**src/rtl/core/clt_pkg.sv**
```systemverilog
package clt_pkg;

    localparam int LINE_MAX_DEFAULT = 512;

    localparam int CHAR_W = 8;
    localparam int TOK_W  = CHAR_W + 1;
    localparam int CFG_IDX_W = 3;

    localparam logic [CHAR_W-1:0] CH_NUL   = 8'h00;
    localparam logic [CHAR_W-1:0] CH_BS    = 8'h08;
    localparam logic [CHAR_W-1:0] CH_QUOTE = 8'h22;
    localparam logic [CHAR_W-1:0] CH_ESC   = 8'h5c;

    localparam logic [CFG_IDX_W-1:0] CFG_SPECIAL = 3'd0;
    localparam logic [CFG_IDX_W-1:0] CFG_SEP0    = 3'd1;
    localparam logic [CFG_IDX_W-1:0] CFG_SEP1    = 3'd2;
    localparam logic [CFG_IDX_W-1:0] CFG_SEP2    = 3'd3;
    localparam logic [CFG_IDX_W-1:0] CFG_SEP3    = 3'd4;

    typedef enum logic [1:0] {
        CMD_APPEND = 2'd0,
        CMD_EOL    = 2'd1,
        CMD_PULL   = 2'd2,
        CMD_NOP    = 2'd3
    } cmd_t;

    typedef struct packed {
        logic accept;
        logic scan_start;
        logic scan_rd;
        logic scan_proc;
        logic flush;
        logic load_rsp;
        logic clear_ovf;
    } clt_ctl_t;

    typedef struct packed {
        logic scan_last;
    } clt_sts_t;

endpackage

```
**src/rtl/core/clt_controller.sv**
```systemverilog
module clt_controller
    import clt_pkg::*;
(
    input  logic       clk,
    input  logic       rst_n,
    input  logic       req_valid,
    output logic       req_ready,
    input  logic [1:0] cmd,
    output logic       rsp_valid,
    input  logic       rsp_ready,
    input  clt_sts_t   sts,
    output clt_ctl_t   ctl
);

    typedef enum logic [2:0] {
        ST_IDLE,
        ST_SCAN_RD,
        ST_SCAN_PROC,
        ST_FLUSH,
        ST_RESP
    } state_t;

    state_t state_reg, state_next;
    logic   rsp_valid_reg, rsp_valid_next;
    logic   tok_reg, tok_next;
    cmd_t   cmd_code;

    assign cmd_code  = cmd_t'(cmd);
    assign req_ready = (state_reg == ST_IDLE);
    assign rsp_valid = rsp_valid_reg;

    always_comb
    begin
        ctl            = '0;
        state_next     = state_reg;
        tok_next       = tok_reg;
        rsp_valid_next = rsp_valid_reg && !rsp_ready;

        unique case (state_reg)
            ST_IDLE:
            begin
                if (req_valid)
                begin
                    ctl.accept = 1'b1;
                    tok_next   = (cmd_code == CMD_EOL);
                    if (cmd_code == CMD_EOL)
                    begin
                        ctl.scan_start = 1'b1;
                        state_next     = ST_SCAN_RD;
                    end
                    else
                    begin
                        state_next = ST_RESP;
                    end
                end
            end
            ST_SCAN_RD:
            begin
                ctl.scan_rd = 1'b1;
                state_next  = ST_SCAN_PROC;
            end
            ST_SCAN_PROC:
            begin
                ctl.scan_proc = 1'b1;
                state_next    = sts.scan_last ? ST_FLUSH : ST_SCAN_RD;
            end
            ST_FLUSH:
            begin
                ctl.flush  = 1'b1;
                state_next = ST_RESP;
            end
            ST_RESP:
            begin
                if (!rsp_valid_reg || rsp_ready)
                begin
                    ctl.load_rsp   = 1'b1;
                    ctl.clear_ovf  = tok_reg;
                    rsp_valid_next = 1'b1;
                    state_next     = ST_IDLE;
                end
            end
            default:
            begin
                state_next = ST_IDLE;
            end
        endcase
    end

    always_ff @(posedge clk or negedge rst_n)
    begin
        if (!rst_n)
        begin
            state_reg     <= ST_IDLE;
            rsp_valid_reg <= 1'b0;
            tok_reg       <= 1'b0;
        end
        else
        begin
            state_reg     <= state_next;
            rsp_valid_reg <= rsp_valid_next;
            tok_reg       <= tok_next;
        end
    end

endmodule

```
**config.mk**
```make
export PLATFORM = sky130hd
export DESIGN_NAME = clt_controller
export DESIGN_NICKNAME = d
export VERILOG_FILES = /design/src/rtl/core/clt_pkg.sv /design/src/rtl/core/clt_controller.sv
export SDC_FILE = /design/constraint.sdc
export NUM_CORES = 1
export LEC_CHECK = 0
export BUFFER_PORTS_ARGS = -buffer_cell sky130_fd_sc_hd__buf_2
export CAP_MARGIN = 40
export CELL_PAD_IN_SITES_DETAIL_PLACEMENT = 1
export CELL_PAD_IN_SITES_GLOBAL_PLACEMENT = 2
export CORE_AREA = 10 10 47 49
export DETAILED_ROUTE_END_ITERATION = 6
export DIE_AREA = 0 0 57 59
export GPL_ROUTABILITY_DRIVEN = 0
export PLACE_DENSITY_LB_ADDON = 0.1
export SLEW_MARGIN = 0
export SYNTH_ARGS = -nofsm -noshare
export SYNTH_HDL_FRONTEND = slang
export SYNTH_SLANG_ARGS = --single-unit
```
**constraint.sdc**
```tcl
create_clock -name clk -period 3.3 [get_ports clk]
set_input_delay 0.165 -clock clk [delete_from_list [all_inputs] [get_ports clk]]
set_output_delay 0.165 -clock clk [all_outputs]
set_load 0.05 [all_outputs]
```
==> run metrics <==
critical path class reg2out; per-cell routed wire length 12.39 um; vias in the first global route 297; number of setup buffers added after CTS 0; number of I/O pins 16; critical path data arrival time roughly 1.7 ns; ys flop type dfrtp_1; DRT Wirelength roughly 770 um; Synth Net Count 33; hold crit path type in2reg; post-cts repair resize count 0; DRT antenna net count 0; max-cap check violation count 0; finished layout cell area 401.6 um^2; Initial Util 0.1929; Remaining DRCs 0; final hold vios 0; post-synthesis average cell area 10.39 um^2; Period Utilization, post-route 0.5606; Worst path slowest cell or4b_4; Worst Tran Pin Value between 0.2 and 0.25 ns; initial antenna violation count 0; clk_lat worst skew approximately 0.25 ns; RSZ-0062 raised after global routing no; CTS tree yes; DIE WIDTH 57 um; synth warn 0; vias per inst 4.306; Cell Pwr Density 1087 nW/um^2; Post-DP Area 365.4 um^2; worst path required time 3.13 ns; worst vdd ir about 360 uV; Setup TNS Final 0 ns; total congestion overflow 0; TritonRoute pass-1 iters 2; f_max 540.5 MHz; fin crit period roughly 1.9 ns; H-tree depth 1; Post-Syn Area 270.3 um^2; clock-pin slew on the worst setup and hold paths 0.05 ns; GR Util All Layers 0.05256; CP Capture Type primary output; Seq cells post-synth 5; Root Buffer clkbuf_4; PortBufs 15; P&R area growth vs syn 48.61%; total power around 0.44 mW; cts bufs inserted 3; max reg flops 3; pin count of the biggest net entering global routing 8; FP Rows 14; first-pass GRT wire length 1.317 mm; CTS Sinks 5; Die Span Y 59 um; CP cell instances or4b_4 -> clkinv_2 -> and2_1 -> buf_2; # diodes 0; Startpoint Class flop; synth unique cells 17; CP peak stage delay between 0.5 and 0.6 ns; Iter 0 DRT Violations 5; run status complete, no violations; die area 3363 um^2; Gate Count Post-Synth 26; count of pins over their slew limit 0; sequential area share after synthesis 0.4630; asr flop ratio synth 1.000; CTS Buffer Depth 2; Core Area around 1400 um^2; Worst slew margin 0.8382; share of cells above drive strength 1 0.4348; Leakage 0.2231 nW; Final #Nets 54; peak fanout along the critical path 7; Finish-stage setup viols 0; skew final roughly 0.0045 ns; via count 267; number of enable flip-flop cells after synthesis 0
cell type report:
class,instances,area (um^2)
Tap cell,16,20.02
Multi-Input combinational cell,18,132.6
Inverter,3,12.51
Timing Repair Buffer,16,85.08
Sequential cell,5,125.1
Fill cell,178,999.7
Clock buffer,4,26.28
worst max-delay path: cells and delay by family (launching register included):
kind                   cells  cell delay (ns)
buffers and inverters      2             0.32
flip-flops                 1             0.44
AND/OR/NAND/NOR            2             0.67
stage by stage:
stage	hold slack [ns]	util	std cells	setup WS [ns]
6_report	0.1266	0.2866	62	1.450
5_1_grt	0.1411	0.2866	62	1.363
4_1_cts	0.1233	0.2866	62	1.430
3_5_place_dp	-0.01248	0.2607	57	1.710
3_3_place_gp	-0.01098	0.2607	57	1.711
2_1_floorplan	-0.1306	-	26	1.126
synthesized netlist by cell type, types with 2 or more instances:
cell type,instances,area share
inv_1,2,0.028
nand3b_1,2,0.056
dfrtp_1,5,0.46
nor3b_1,3,0.083
nor2b_1,2,0.046
logic make-up after synthesis:
family | synth area share
AND/OR/NAND/NOR | 0.3611
flip-flops | 0.4630
AO/OA/AOI/OAI | 0.08799
buffers and inverters | 0.04629
multiplexers | 0.04166
layer usage:
layer | vias to the layer above | wire length (um) | GRT usage
li1 | 133 | - | -
met1 | 118 | 359 | 0.05422
met2 | 14 | 297 | 0.06667
met3 | 2 | 103 | 0.05150
met4 | 0 | 8 | 0.03020
met5 | - | 0 | 0
power breakdown:
group	switching, mW	internal (mW)	leakage [nW]
clock	0.0263	0.0458	0.0150
sequential	0.0291	0.0865	0.0652
combinational	0.180	0.0689	0.143
total	0.235	0.201	0.223
cells in the final DEF (no fill, tap or decap):
cell / n
or3b_1: 1
o221ai_1: 1
mux2_1: 1
nand2b_1: 1
nor3_1: 1
and2_1: 1
inv_1: 2
nand2_1: 1
nor3b_1: 3
clkinv_2: 1
a21o_1: 1
dfrtp_1: 5
clkbuf_1: 1
dlygate4sd3_1: 1
nor2b_1: 2
nand3b_1: 2
a211oi_1: 1
nor2_1: 1
buf_2: 15
or4b_4: 1
clkbuf_4: 3
repair_timing:
| item | CTS | global route |
|---|---|---|
| hold endpoints to repair | 5 | 0 |
| endpoints found under the setup margin | 0 | 0 |
| hold buffers | 1 | 0 |
final timing paths:
kind / start / end / depth (start not counted) / slack [ns]
setup / recovery: state_reg[2]$_DFFE_PN0P_ / ctl[5] / 4 / 1.45
hold / removal: sts / state_reg[1]$_DFFE_PN0P_ / 2 / 0.13
setup reg to reg: state_reg[2]$_DFFE_PN0P_ / tok_reg$_DFFE_PN0P_ / 3 / 1.79
hold reg to reg: tok_reg$_DFFE_PN0P_ / tok_reg$_DFFE_PN0P_ / 1 / 0.50
max in group asynchronous: rst_n / state_reg[1]$_DFFE_PN0P_ / 2 / 2.90
min in group asynchronous: rst_n / state_reg[2]$_DFFE_PN0P_ / 2 / 0.26
Power figures use the tool's default switching activity.
